### src/sv/rgb12_histogram_auto_levels_macros.svh
// Assertion macros shared by the auto-levels block.
`ifndef RGB12_HISTOGRAM_AUTO_LEVELS_MACROS_SVH
`define RGB12_HISTOGRAM_AUTO_LEVELS_MACROS_SVH

// Same-cycle implication, checked on every rising edge outside reset.
`define RGBHAL_ASSERT_NOW(label, ante, cons, msg) \
  label: assert property (@(posedge clk) disable iff (rst) (ante) |-> (cons)) else $error(msg);

// Next-cycle implication, checked on every rising edge outside reset.
`define RGBHAL_ASSERT_NEXT(label, ante, cons, msg) \
  label: assert property (@(posedge clk) disable iff (rst) (ante) |=> (cons)) else $error(msg);

`endif

### src/sv/rgbhal_pkg.sv
// Shared types and constants of the auto-levels block.
package rgbhal_pkg;

  localparam int SAMPLE_W  = 16;
  localparam int OUT_W     = 12;
  localparam int TAIL_W    = 14;
  localparam int SHIFT_W   = 8;
  localparam int CFG_IDX_W = 2;
  localparam int CFG_W     = 14;
  localparam int TAIL_DIV  = 10000;
  localparam int CH_N      = 3;

  localparam logic [CFG_IDX_W-1:0] REG_LOW_TAIL  = 2'd0;
  localparam logic [CFG_IDX_W-1:0] REG_HIGH_TAIL = 2'd1;
  localparam logic [CFG_IDX_W-1:0] REG_MAX_SHIFT = 2'd2;

  localparam logic [TAIL_W-1:0] LOW_TAIL_RST  = 14'd100;
  localparam logic [TAIL_W-1:0] HIGH_TAIL_RST = 14'd100;

  // Commands from the controller to the datapath.
  typedef struct packed {
    logic clr_wr;       // write zero to bin at sweep pointer, advance pointer
    logic clr_pix;      // clear the pixel count and rewind the sweep pointer
    logic cap_in;       // capture the input request
    logic hist_rd;      // read bin of the selected sample
    logic hist_wr;      // write back incremented bin, advance sample select
    logic pix_inc;      // count the pixel
    logic lim_mul_lo;   // tail product for the dark tail
    logic lim_mul_hi;   // tail product for the bright tail
    logic div_start;    // start the gain divider
    logic scan_init_lo; // start the upward bin scan
    logic scan_init_hi; // start the downward bin scan
    logic scan_rd;      // read bin at scan pointer
    logic scan_acc_lo;  // accumulate, step up or settle low point
    logic scan_acc_hi;  // accumulate, step down or settle high point
    logic span_load;    // form the span
    logic gain_load;    // take quotient as gain, commit low point
    logic map_mul;      // multiply the three sample offsets from the low point by the gain
    logic out_load;     // load the result register
  } cmd_t;

  // Status from the datapath to the controller.
  typedef struct packed {
    logic sweep_end;
    logic sel_last;
    logic pix_full;
    logic last_pix;
    logic div_busy;
    logic scan_stop_lo;
    logic scan_stop_hi;
  } sts_t;

endpackage

### src/sv/rgbhal_ctrl.sv
// Controller state machine of the auto-levels block.
`include "rgb12_histogram_auto_levels_macros.svh"

module rgbhal_ctrl (
  input  logic             clk,
  input  logic             rst,
  input  logic             in_valid,
  input  logic             operation,
  output logic             in_stall,
  output logic             out_valid,
  input  logic             out_stall,
  output rgbhal_pkg::cmd_t cmd,
  input  rgbhal_pkg::sts_t sts
);
  import rgbhal_pkg::*;

  typedef enum logic [4:0] {
    S_CLR, S_IDLE, S_FCLR, S_RD, S_WR, S_POST,
    S_LMUL, S_LRD, S_LSC, S_LACC,
    S_HMUL, S_HRD, S_HSC, S_HACC,
    S_SPAN, S_GDIV0, S_GDIV, S_MAP, S_MOUT
  } state_t;

  state_t state;
  state_t state_next;
  logic   in_apply;
  logic   in_apply_next;
  logic   accept;
  logic   out_free;

  assign in_stall = state != S_IDLE;
  assign accept   = in_valid && !in_stall;
  assign out_free = !out_valid || !out_stall;

  always_comb begin
    cmd           = '0;
    state_next    = state;
    in_apply_next = in_apply;
    unique case (state)
      S_CLR: begin
        cmd.clr_wr = 1'b1;
        if (sts.sweep_end) begin
          state_next = S_IDLE;
        end
      end
      S_IDLE: begin
        if (accept) begin
          cmd.cap_in = 1'b1;
          if (operation) begin
            state_next = S_MAP;
          end else if (in_apply) begin
            cmd.clr_pix   = 1'b1;
            in_apply_next = 1'b0;
            state_next    = S_FCLR;
          end else begin
            state_next = S_RD;
          end
        end
      end
      S_FCLR: begin
        cmd.clr_wr = 1'b1;
        if (sts.sweep_end) begin
          state_next = S_RD;
        end
      end
      S_RD: begin
        if (sts.pix_full) begin
          state_next = S_POST;
        end else begin
          cmd.hist_rd = 1'b1;
          state_next  = S_WR;
        end
      end
      S_WR: begin
        cmd.hist_wr = 1'b1;
        if (sts.sel_last) begin
          cmd.pix_inc = 1'b1;
          state_next  = S_POST;
        end else begin
          state_next = S_RD;
        end
      end
      S_POST: begin
        state_next = sts.last_pix ? S_LMUL : S_IDLE;
      end
      S_LMUL: begin
        cmd.lim_mul_lo   = 1'b1;
        cmd.scan_init_lo = 1'b1;
        state_next       = S_LRD;
      end
      S_LRD: begin
        cmd.scan_rd = 1'b1;
        state_next  = S_LSC;
      end
      S_LSC: begin
        state_next = S_LACC;
      end
      S_LACC: begin
        cmd.scan_acc_lo = 1'b1;
        state_next      = sts.scan_stop_lo ? S_HMUL : S_LRD;
      end
      S_HMUL: begin
        cmd.lim_mul_hi   = 1'b1;
        cmd.scan_init_hi = 1'b1;
        state_next       = S_HRD;
      end
      S_HRD: begin
        cmd.scan_rd = 1'b1;
        state_next  = S_HSC;
      end
      S_HSC: begin
        state_next = S_HACC;
      end
      S_HACC: begin
        cmd.scan_acc_hi = 1'b1;
        state_next      = sts.scan_stop_hi ? S_SPAN : S_HRD;
      end
      S_SPAN: begin
        cmd.span_load = 1'b1;
        state_next    = S_GDIV0;
      end
      S_GDIV0: begin
        cmd.div_start = 1'b1;
        state_next    = S_GDIV;
      end
      S_GDIV: begin
        if (!sts.div_busy) begin
          cmd.gain_load = 1'b1;
          in_apply_next = 1'b1;
          state_next    = S_IDLE;
        end
      end
      S_MAP: begin
        cmd.map_mul = 1'b1;
        state_next  = S_MOUT;
      end
      S_MOUT: begin
        if (out_free) begin
          cmd.out_load = 1'b1;
          state_next   = S_IDLE;
        end
      end
      default: state_next = S_IDLE;
    endcase
  end

  always_ff @(posedge clk) begin
    if (rst) begin
      state     <= S_CLR;
      in_apply  <= 1'b0;
      out_valid <= 1'b0;
    end else begin
      state    <= state_next;
      in_apply <= in_apply_next;
      if (cmd.out_load) begin
        out_valid <= 1'b1;
      end else if (!out_stall) begin
        out_valid <= 1'b0;
      end
    end
  end

  `RGBHAL_ASSERT_NOW(a_wr_after_rd, cmd.hist_wr, $past(cmd.hist_rd), "bin write without read")
  `RGBHAL_ASSERT_NOW(a_div_idle, cmd.div_start, !sts.div_busy, "divider started while busy")
  `RGBHAL_ASSERT_NEXT(a_busy_after_accept, accept, in_stall, "request accepted without work")
  `RGBHAL_ASSERT_NOW(a_no_overwrite, cmd.out_load, !out_valid || !out_stall, "result overwritten")

endmodule

### config.mk
export PLATFORM = sky130hd
export DESIGN_NAME = rgbhal_ctrl
export DESIGN_NICKNAME = d
export VERILOG_FILES = /design/src/sv/rgbhal_pkg.sv /design/src/sv/rgbhal_ctrl.sv
export VERILOG_INCLUDE_DIRS = /design/src /design/src/sv
export SDC_FILE = /design/constraint.sdc
export NUM_CORES = 1
export LEC_CHECK = 0
export BUFFER_PORTS_ARGS = -buffer_cell sky130_fd_sc_hd__buf_2
export CORE_UTILIZATION = 40
export CTS_BUF_LIST = sky130_fd_sc_hd__clkbuf_16
export DETAILED_ROUTE_END_ITERATION = 7
export GPL_ROUTABILITY_DRIVEN = 1
export PLACE_DENSITY = 0.72
export SYNTH_ARGS = -nofsm -noshare
export SYNTH_HDL_FRONTEND = slang
export SYNTH_SLANG_ARGS = --single-unit
### constraint.sdc
create_clock -name clk -period 3.8 [get_ports clk]
set_input_delay 0.95 -clock clk [delete_from_list [all_inputs] [get_ports clk]]
set_output_delay 0.95 -clock clk [all_outputs]
set_load 0.005 [all_outputs]
==> key figures, run 1 <==
Final layout
  • Commonest cells after routing, fill and taps aside: 31 x buf_2, 11 x nor2_1, 8 x nor3_1
  • Design area: roughly 940 um^2
  • Synthesis-to-layout area growth: 29.3%
  • Final cell count without fillers: about 160
  • Fillers: ~160
  • Leading cell type in the layout, fill and taps excluded: buf_2
  • Share of layout cells above drive strength 1: around 30%
  • ANT cells: 0
  • Finished Core Util: 54.9%
  • Net count, final: between 100 and 150

STA
  • Slew margin rel.: 52.6%
  • Final min period: between 2 and 3 ns
  • Final setup TNS: 0 ns
  • Endpoints failing hold: 0
  • Final worst-path setup slack: roughly 0.9 ns
  • Hold slack final: between 0.5 and 0.6 ns
  • Least-Margin Pin Slew: ~0.7 ns
  • # setup viols final: 0
  • Max-slew violations: 0
  • Period utilisation layout: between 70% and 80%
  • RSZ-0062 raised after global routing: no
  • Clk_skew: between 0.0005 and 0.0006 ns
  • Fmax: around 340 MHz

Synth
  • Syn_nets: between 100 and 150
  • Synth Warn #: 0
  • Synth cell types: 39
  • Synth Flop Type: dfxtp_1
  • Synth Area per Inst: around 7 um^2
  • Post-synth ARST share: 0%
  • Synthesized instance count: between 100 and 150
  • Post-Syn Area: roughly 730 um^2
  • Synth Register Bits: 7
  • Main area contributors after synthesis: dfxtp_1 19%, nor2_1 5.7%, nor3_1 5.5%
  • Yosys top cell area share: approximately a fifth
  • EDFF count, synth: 0
  • Sequential-to-total area share from yosys stat: 19.3%
  • Cell taking the most area after synthesis: dfxtp_1

Worst setup path
  • Worst Reg-to-Reg Cells: 4
  • Kind of critical path: reg -> out
  • R2R Path Start: state[4]
  • Flop2flop setup slack: approximately 1.8 ns
  • CP startpoint: state[0]
  • Crit start category: flip-flop
  • CP endpoint kind: output port
  • Crit path DAT: approximately 2.0 ns
  • R2r endpoint: state[1]
  • CP required: roughly 2.9 ns
  • Crit-path max FO: 16

Floorplanning
  • DIE WIDTH: about 45 um
  • Rows: 15
  • Initial Utilization: a little over two fifths
  • Die extent in y: ~45 um
  • Core ar.: around 1700 um^2
  • Top Ports: 32
  • Die area: about 2000 um^2

Clock network
  • Hold Buf Count CTS: 0
  • H-tree levels: 1
  • Clk sink count: 7
  • CTS clk-pin slew, worst paths: approximately 0.040 ns
  • Worst skew pair latency: 0.23 ns
  • TritonCTS Buffers: 3
  • Cts repair resizes: 0
  • Post-CTS Setup Inserts: 0
  • Max clock buf depth: 2
  • TritonCTS clock tree: yes
  • Clk Tree Root Cell: clkbuf_16

Route
  • Post-Route WL: around 2200 um
  • Drt drc: 0
  • Routed vias: between 900 and 1000
  • Vias per cell: approximately 6.0
  • Post-route ant nets: 0
  • DRT iter0 DRCs: 54
  • WL per Instance: roughly 14 um
  • First-pass DRT Iterations: 4

Worst hold path
  • Hold path depth: 2
  • Hold crit path type: reg -> reg
  • Hold path start: out_valid
  • WHS Endpoint: out_valid

Place
  • Placed insts: about 150
  • GP Congestion: 0.921
  • Port bufs: 31
  • Placed cell area: between 800 and 900 um^2
  • Post-DP HPWL: between 1500 and 2000 um
  • DP Worst Slack: about 1.2 ns

Flow run
  • MaxCap Viol Count: 0

Global routing
  • Overall Global Routing Usage: between 20% and 30%
  • Antenna violations before repair: 0
  • Grt ovf: 0
  • First-pass GRT wire length: roughly 3400 um
  • Vias in the first global route: about 770
  • Largest net degree at the start of global routing: 24

Pwr
  • Total power: ~0.42 mW
  • PD cells: approximately 440 nW/um^2
  • Peak VDD IR: between 0.2 and 0.3 mV
  • Pleak: a little over 0.4 nW

Outcome
  • Outcome: completed
## cells by family after synthesis
group / count (synthesis) / synth area share [%]
buffers and inverters: 15 / 10.3
and+or+nand+nor: 53 / 41.9
DFF: 7 / 19.3
AOI/OAI and AO/OA: 30 / 28.4
## cell usage after synthesis, drive strengths merged (3+ instances only)
cell / n
o21ai: 4
nor2: 11
inv: 6
nor2b: 3
nor3: 8
or3: 4
o22ai: 3
nand4: 3
buf: 9
dfxtp: 7
nand2: 8
nand2b: 3
nor4: 4
a21oi: 7
## area by class of cell
type	instances	area (um^2)	area share (%)
flip-flops and latches	7	140	14.9
repair buffers	31	155	16.5
inverters	6	22.5	2.40
multi-input cells	83	510	54.4
clock inverters	1	3.75	0.400
clock buffers	3	75.1	8.00
well taps	25	31.3	3.33
## power by group
part | total, mW | switching [mW] | internal (mW) | leakage [nW]
clock network | 0.181 | 0.0435 | 0.137 | 0.0423
registers | 0.113 | 0.0313 | 0.0813 | 0.0569
logic | 0.124 | 0.0691 | 0.0546 | 0.317
## per-layer routing
layer	track usage, %	part of all wire [%]	vias up	wire (um)
li1	-	-	444	-
met1	31.1	42	426	922
met2	35.0	46	67	1010
met3	4.90	11	6	238
met4	12.7	1.5	0	34
met5	0	0	-	0
## flip-flops by register name, indices dropped and copies added, names as in the netlist
signal / cells
in_apply: 1
out_valid: 1
state: 5
## worst max-delay path by stage
stage	endpoint	slack, ns	depth (start not counted)
after global placement	cmd[16]	1.29	5
after floorplan	cmd[16]	1.59	2
after global routing	cmd[16]	0.78	5
after CTS	cmd[16]	0.94	5
final	cmd[16]	0.89	5
after detailed placement	cmd[16]	1.20	5
## critical path: stages, from the launching register on
cell and delay [ns]:
dfxtp_1 0.66, nand2b_1 0.35, nor2_1 0.22, nand3_1 0.14, nor3b_1 0.21, buf_2 0.14
Power figures use the tool's default switching activity.
==> run 2: changes to the inputs <==
--- a/config.mk
+++ b/config.mk
@@ -11,7 +11,7 @@
 export CTS_BUF_LIST = sky130_fd_sc_hd__clkbuf_16
 export DETAILED_ROUTE_END_ITERATION = 7
 export GPL_ROUTABILITY_DRIVEN = 1
-export PLACE_DENSITY = 0.72
+export PLACE_DENSITY = 0.75
 export SYNTH_ARGS = -nofsm -noshare
 export SYNTH_HDL_FRONTEND = slang
 export SYNTH_SLANG_ARGS = --single-unit
==> constraint.sdc (replaced) <==
create_clock -name clk -period 2.4 [get_ports clk]
set_input_delay 0.6 -clock clk [delete_from_list [all_inputs] [get_ports clk]]
set_output_delay 0.6 -clock clk [all_outputs]
set_load 0.005 [all_outputs]
==> key figures, run 2 (same netlist as run 1, synthesis figures left out) <==
Place
  • Post-DP HPWL: 1530 um (was 1550 um)
  • GP Congestion: 0.833 (was 0.921)
  • Port bufs: 31 (unchanged)

Floorplanning
  • DIE WIDTH: 44.6 um (unchanged)
  • Initial Utilization: 42.5% (unchanged)
  • Core ar.: 1710 um^2 (unchanged)
  • Top Ports: 32 (unchanged)
  • Die area: 1990 um^2 (unchanged)
  • Die extent in y: 44.6 um (unchanged)
  • Rows: 15 (unchanged)

Worst hold path
  • Hold crit path type: reg -> reg (unchanged)
  • Hold path start: out_valid (unchanged)

Global routing
  • Grt ovf: 0 (unchanged)
  • First-pass GRT wire length: 3420 um (was 3370 um)
  • Vias in the first global route: 752 (was 771)
  • Largest net degree at the start of global routing: 17 (was 24)
  • Antenna violations before repair: 0 (unchanged)
  • Overall Global Routing Usage: 23.5% (was 23.4%)

Worst setup path
  • CP startpoint: state[4] (was state[0])
  • Crit start category: flip-flop (unchanged)
  • CP endpoint kind: output port (unchanged)
  • Crit path DAT: 1.59 ns (was 1.96 ns)
  • CP required: 1.80 ns (was 2.85 ns)
  • Kind of critical path: reg -> out (unchanged)
  • R2R Path Start: state[1] (was state[4])
  • Crit-path max FO: 11 (was 16)

Route
  • DRT iter0 DRCs: 72 (was 54)
  • Vias per cell: 5.81 (was 6.04)
  • Post-Route WL: 2210 um (about the same)
  • Post-route ant nets: 0 (unchanged)
  • WL per Instance: 13.8 um (was 14.1 um)
  • Routed vias: 930 (was 943)
  • First-pass DRT Iterations: 5 (was 4)
  • Drt drc: 0 (unchanged)

Final layout
  • Share of layout cells above drive strength 1: 34.8% (was 30.5%)
  • Leading cell type in the layout, fill and taps excluded: buf_2 (unchanged)
  • Top flop regs: state x5, in_apply x1, out_valid x1 (unchanged)
  • ANT cells: 0 (unchanged)
  • Largest Register: state (unchanged)
  • Commonest cells after routing, fill and taps aside: 31 x buf_2, 11 x nor2_1, 8 x nor3_1 (unchanged)
  • Net count, final: 148 (was 144)
  • Synthesis-to-layout area growth: 34.0% (was 29.3%)
  • Max reg flops: 5 (unchanged)
  • Fillers: 160 (was 159)

Pwr
  • PD cells: 708 nW/um^2 (was 444 nW/um^2)
  • Pleak: 0.436 nW (was 0.416 nW)
  • Peak VDD IR: 0.387 mV (was 0.293 mV)

Clock network
  • CTS clk-pin slew, worst paths: 0.04 ns (about the same)
  • H-tree levels: 1 (unchanged)
  • TritonCTS Buffers: 3 (unchanged)
  • TritonCTS clock tree: yes (unchanged)
  • Clk sink count: 7 (unchanged)
  • Worst skew pair latency: 0.24 ns (was 0.23 ns)
  • Max clock buf depth: 2 (unchanged)
  • Clk Tree Root Cell: clkbuf_16 (unchanged)

STA
  • Fmax: approximately 460 MHz
  • Final min period: between 2 and 2.5 ns
  • Period utilisation layout: 91.1%
  • Clk_skew: 0.00344 ns (was 0.000531 ns)
  • Hold slack final: 0.540 ns (was 0.550 ns)
  • Endpoints failing hold: 0 (unchanged)
  • RSZ-0062 raised after global routing: no (unchanged)
  • Max-slew violations: 0 (unchanged)
  • Least-Margin Pin Slew: 0.511 ns (was 0.710 ns)
  • Slew margin rel.: 65.9% (was 52.6%)
  • Final setup TNS: 0 ns (unchanged)
  • # setup viols final: 0 (unchanged)

Flow run
  • MaxCap Viol Count: 0 (unchanged)

Outcome
  • Outcome: completed (unchanged)
==> run 2: changes by cell type in the layout (fill, tap and decap cells not counted) <==
cell,change
buf_4,+4
dfxtp_2,+2
dfxtp_1,-2
clkinv_2,+1
inv_1,-1
==> run 2: per-layer routing <==
metal	vias to the layer above	track usage, %	part of all wire, %
met2	49	33.5	47
met1	420	32.5	45
met5	-	0	0
met3	8	4.90	6.9
li1	453	-	-
met4	0	12.7	1.4
==> run 2: area by class of cell <==
type / count / area (um^2) / area share, %
multi-input cells: 83 / 510 / 52.5
clock inverters: 1 / 5.00 / 0.515
clock buffers: 3 / 75.1 / 7.72
well taps: 25 / 31.3 / 3.22
flip-flops and latches: 7 / 143 / 14.7
repair buffers: 35 / 185 / 19.0
inverters: 6 / 22.5 / 2.32
==> run 2: power breakdown <==
part           internal (mW)  switching (mW)  leakage [nW]
clock network          0.220          0.0753        0.0409
logic                  0.101           0.121         0.337
registers              0.130          0.0406        0.0576
==> run 2: critical path, stage by stage (launching register included) <==
cell	delay, ns
dfxtp_1	0.54
or3b_4	0.46
nor4_2	0.19
buf_2	0.16
==> run 2: repair_timing <==
item,CTS,global route
buffers inserted,0,0
gates resized for setup,0,2
endpoints found under the setup margin,0,2
endpoints found under the hold margin,0,0
hold buffers,0,0
==> run 2: path summary, 6_finish.rpt <==
kind | endpoint | slack [ns] | cells past startpoint
max | cmd[2] | 0.21 | 3
max reg2reg | state[1] | 0.63 | 5
min | out_valid | 0.54 | 2
min reg2reg | out_valid | 0.54 | 2
==> run 2: through the flow <==
step | power, mW | instance area, um^2 | setup slack, ns | util, % | std cells
detailed placement | 0.382 | 890 | 0.408 | 52.1 | 156
global placement | 0.378 | 890 | 0.420 | 52.1 | 156
floorplan | 0.313 | 726 | 0.732 | - | 105
finish | 0.688 | 972 | 0.215 | 56.9 | 160
CTS | 0.681 | 970 | 0.149 | 56.8 | 160
global route | 0.721 | 972 | 0.136 | 56.9 | 160
==> run 3: changes to the inputs <==
--- a/config.mk
+++ b/config.mk
@@ -6,12 +6,13 @@
 export SDC_FILE = /design/constraint.sdc
 export NUM_CORES = 1
 export LEC_CHECK = 0
+export ABC_AREA = 1
 export BUFFER_PORTS_ARGS = -buffer_cell sky130_fd_sc_hd__buf_2
 export CORE_UTILIZATION = 40
 export CTS_BUF_LIST = sky130_fd_sc_hd__clkbuf_16
 export DETAILED_ROUTE_END_ITERATION = 7
 export GPL_ROUTABILITY_DRIVEN = 1
-export PLACE_DENSITY = 0.75
+export PLACE_DENSITY = 0.74
 export SYNTH_ARGS = -nofsm -noshare
 export SYNTH_HDL_FRONTEND = slang
 export SYNTH_SLANG_ARGS = --single-unit
==> key figures, run 3 <==
Pwr
  • PD cells: 839 nW/um^2 (was 708 nW/um^2)
  • Peak VDD IR: 0.660 mV (was 0.387 mV)
  • Total power: 0.849 mW (was 0.688 mW)
  • Pleak: 0.644 nW (was 0.436 nW)

Route
  • DRT iter0 DRCs: 28 (was 72)
  • First-pass DRT Iterations: 5 (unchanged)
  • WL per Instance: 10.7 um (was 13.8 um)
  • Routed vias: 1034 (was 930)
  • Post-route ant nets: 0 (unchanged)
  • Vias per cell: 5.07 (was 5.81)
  • Drt drc: 0 (unchanged)
  • Post-Route WL: 2180 um (was 2210 um)

Synth
  • Xor/xnor share of the synthesized area: 0% (unchanged)
  • Count leader, synth: nand2_1 (was nor2_1)
  • Post-synth ARST share: 0% (unchanged)
  • Main combinational cell family by area after synthesis: simple AND/OR/NAND/NOR gates (unchanged)
  • Synth Warn #: 0 (unchanged)
  • Adder-cell share of the synthesized area: 0% (unchanged)
  • Syn_nets: 159 (was 117)
  • Synth Register Bits: 7 (unchanged)
  • Post-Syn Area: 769 um^2 (was 726 um^2)
  • Synth Area in Simple Gates: 54.3% (was 41.9%)
  • Sequential-to-total area share from yosys stat: 18.2% (was 19.3%)
  • Synth Area in Compound Gates: 11.9% (was 28.4%)
  • Synth cell types: 20 (was 39)
  • Synth Flop Type: dfxtp_1 (unchanged)
  • EDFF count, synth: 0 (unchanged)
  • Commonest cells post-synth: 41 x nand2_1, 26 x nor2_1, 24 x inv_1 (was 11 x nor2_1, 8 x nor3_1, 7 x a21oi_1, 7 x dfxtp_1, 7 x nand2_1)
  • Main area contributors after synthesis: nand2_1 20%, dfxtp_1 18%, nor2_1 13% (was dfxtp_1 19%, nor2_1 5.7%, nor3_1 5.5%)
  • Yosys top cell area share: 20.0% (was 19.3%)
  • Synth Area per Inst: 5.23 um^2 (was 6.91 um^2)
  • Synthesized instance count: 147 (was 105)
  • Multiplexer area fraction after synthesis: 0% (unchanged)
  • Cell taking the most area after synthesis: nand2_1 (was dfxtp_1)

Final layout
  • Max reg flops: 5 (unchanged)
  • Top flop regs: state x5, in_apply x1, out_valid x1 (unchanged)
  • Fillers: 202 (was 160)
  • Net count, final: 192 (was 148)
  • ANT cells: 0 (unchanged)
  • Design area: 1010 um^2 (was 972 um^2)
  • Largest Register: state (unchanged)
  • Synthesis-to-layout area growth: 31.5% (was 34.0%)
  • Leading cell type in the layout, fill and taps excluded: nand2_1 (was buf_2)
  • Commonest cells after routing, fill and taps aside: 41 x nand2_1, 31 x buf_2, 26 x nor2_1 (was 31 x buf_2, 11 x nor2_1, 8 x nor3_1)
  • Share of layout cells above drive strength 1: 24.6% (was 34.8%)

Worst hold path
  • Hold path start: in_apply (was out_valid)
  • Hold crit path type: reg -> reg (unchanged)

Clock network
  • Hold Buf Count CTS: 0 (unchanged)
  • H-tree levels: 1 (unchanged)
  • Clk sink count: 7 (unchanged)
  • CTS clk-pin slew, worst paths: 0.04 ns (about the same)
  • TritonCTS clock tree: yes (unchanged)
  • Max clock buf depth: 2 (unchanged)
  • TritonCTS Buffers: 3 (unchanged)
  • Post-CTS Setup Inserts: 0 (unchanged)
  • Worst skew pair latency: 0.23 ns (was 0.24 ns)
  • Clk Tree Root Cell: clkbuf_16 (unchanged)
  • Cts repair resizes: 0 (unchanged)

STA
  • Endpoints failing hold: 0 (unchanged)
  • Slew margin rel.: 76.9% (was 65.9%)
  • RSZ-0062 raised after global routing: no (unchanged)
  • Final setup TNS: 0 ns (unchanged)
  • # setup viols final: 0 (unchanged)
  • Fmax: 460 MHz (was 458 MHz)
  • Final min period: 2.17 ns (was 2.19 ns)
  • Least-Margin Pin Slew: 0.345 ns (was 0.511 ns)
  • Max-slew violations: 0 (unchanged)
  • Period utilisation layout: 90.6% (was 91.1%)
  • Clk_skew: 0.000935 ns (was 0.00344 ns)

Flow run
  • MaxCap Viol Count: 0 (unchanged)

Global routing
  • First-pass GRT wire length: 3490 um (was 3420 um)
  • Overall Global Routing Usage: 23.2% (was 23.5%)
  • Grt ovf: 0 (unchanged)
  • Largest net degree at the start of global routing: 12 (was 17)
  • Vias in the first global route: 845 (was 752)
  • Antenna violations before repair: 0 (unchanged)

Worst setup path
  • Flop2flop setup slack: 0.92 ns (was 0.63 ns)
  • CP startpoint: state[2] (was state[4])
  • CP endpoint kind: output port (unchanged)
  • CP required: 1.80 ns (about the same)
  • R2R Path Start: state[0] (was state[1])
  • Crit path DAT: 1.57 ns (was 1.59 ns)
  • Crit-path max FO: 8 (was 11)
  • Crit start category: flip-flop (unchanged)
  • Kind of critical path: reg -> out (unchanged)

Place
  • Port bufs: 31 (unchanged)
  • Placed cell area: 933 um^2 (was 890 um^2)
  • GP Congestion: 0.853 (was 0.833)
  • Post-DP HPWL: 1760 um (was 1530 um)

Floorplanning
  • Die extent in y: 45.9 um (was 44.6 um)
  • Initial Utilization: 43.6% (was 42.5%)
  • Rows: 15 (unchanged)
  • Die area: 2100 um^2 (was 1990 um^2)
  • Top Ports: 32 (unchanged)
  • Core ar.: 1760 um^2 (was 1710 um^2)
  • DIE WIDTH: 45.9 um (was 44.6 um)

Outcome
  • Outcome: completed (unchanged)
run 3: worst max-delay path, cell delays in order, from the launching register on:
cell	delay, ns
dfxtp_1	0.38
nor2_4	0.22
nand2_1	0.12
nor2_1	0.19
inv_1	0.11
nor4_1	0.16
buf_2	0.16
run 3: cell families (layout without fill, tap and decap cells):
| kind of cell | count (synthesis) | count (layout) |
|---|---|---|
| DFF | 7 | 7 |
| and+or+nand+nor | 94 | 94 |
| AOI/OAI and AO/OA | 17 | 17 |
| buffers and inverters | 29 | 61 |
run 3: worst paths after layout:
kind              end  depth (start not counted)
min          in_apply                          2
max reg2reg  state[0]                          9
min reg2reg  in_apply                          2
max           cmd[16]                          6
run 3: cell type report:
cell class / count / area [um^2] / area share, %
Clock inverter: 1 / 3.75 / 0.371
Timing Repair Buffer: 31 / 155 / 15.3
Tap cell: 25 / 31.3 / 3.09
Sequential cell: 7 / 140 / 13.8
Multi-Input combinational cell: 111 / 509 / 50.3
Clock buffer: 3 / 75.1 / 7.42
Inverter: 26 / 97.6 / 9.64
run 3: per-stage QoR:
step / setup slack [ns] / std cells / util (%) / hold slack, ns
final: 0.227 / 204 / 57.4 / 0.484
after global routing: 0.0801 / 204 / 57.4 / 0.523
after CTS: 0.231 / 204 / 57.4 / 0.484
after detailed placement: 0.507 / 200 / 52.9 / 0.468
after global placement: 0.606 / 200 / 52.9 / 0.466
after floorplan: 0.721 / 147 / - / 0.444
run 3: power breakdown:
part,internal [mW],switching [mW]
clock,0.217,0.0639
combinational,0.128,0.263
sequential,0.138,0.0399
run 3: per-layer routing:
layer / wire length (um) / track usage [%] / share of wire (%) / up-vias
met4: 24 / 8.82 / 1.1 / 0
met2: 1060 / 36.6 / 48 / 42
met1: 984 / 30.5 / 45 / 456
li1: - / - / - / 532
met3: 118 / 4.76 / 5.4 / 4
met5: 0 / 0 / 0 / -
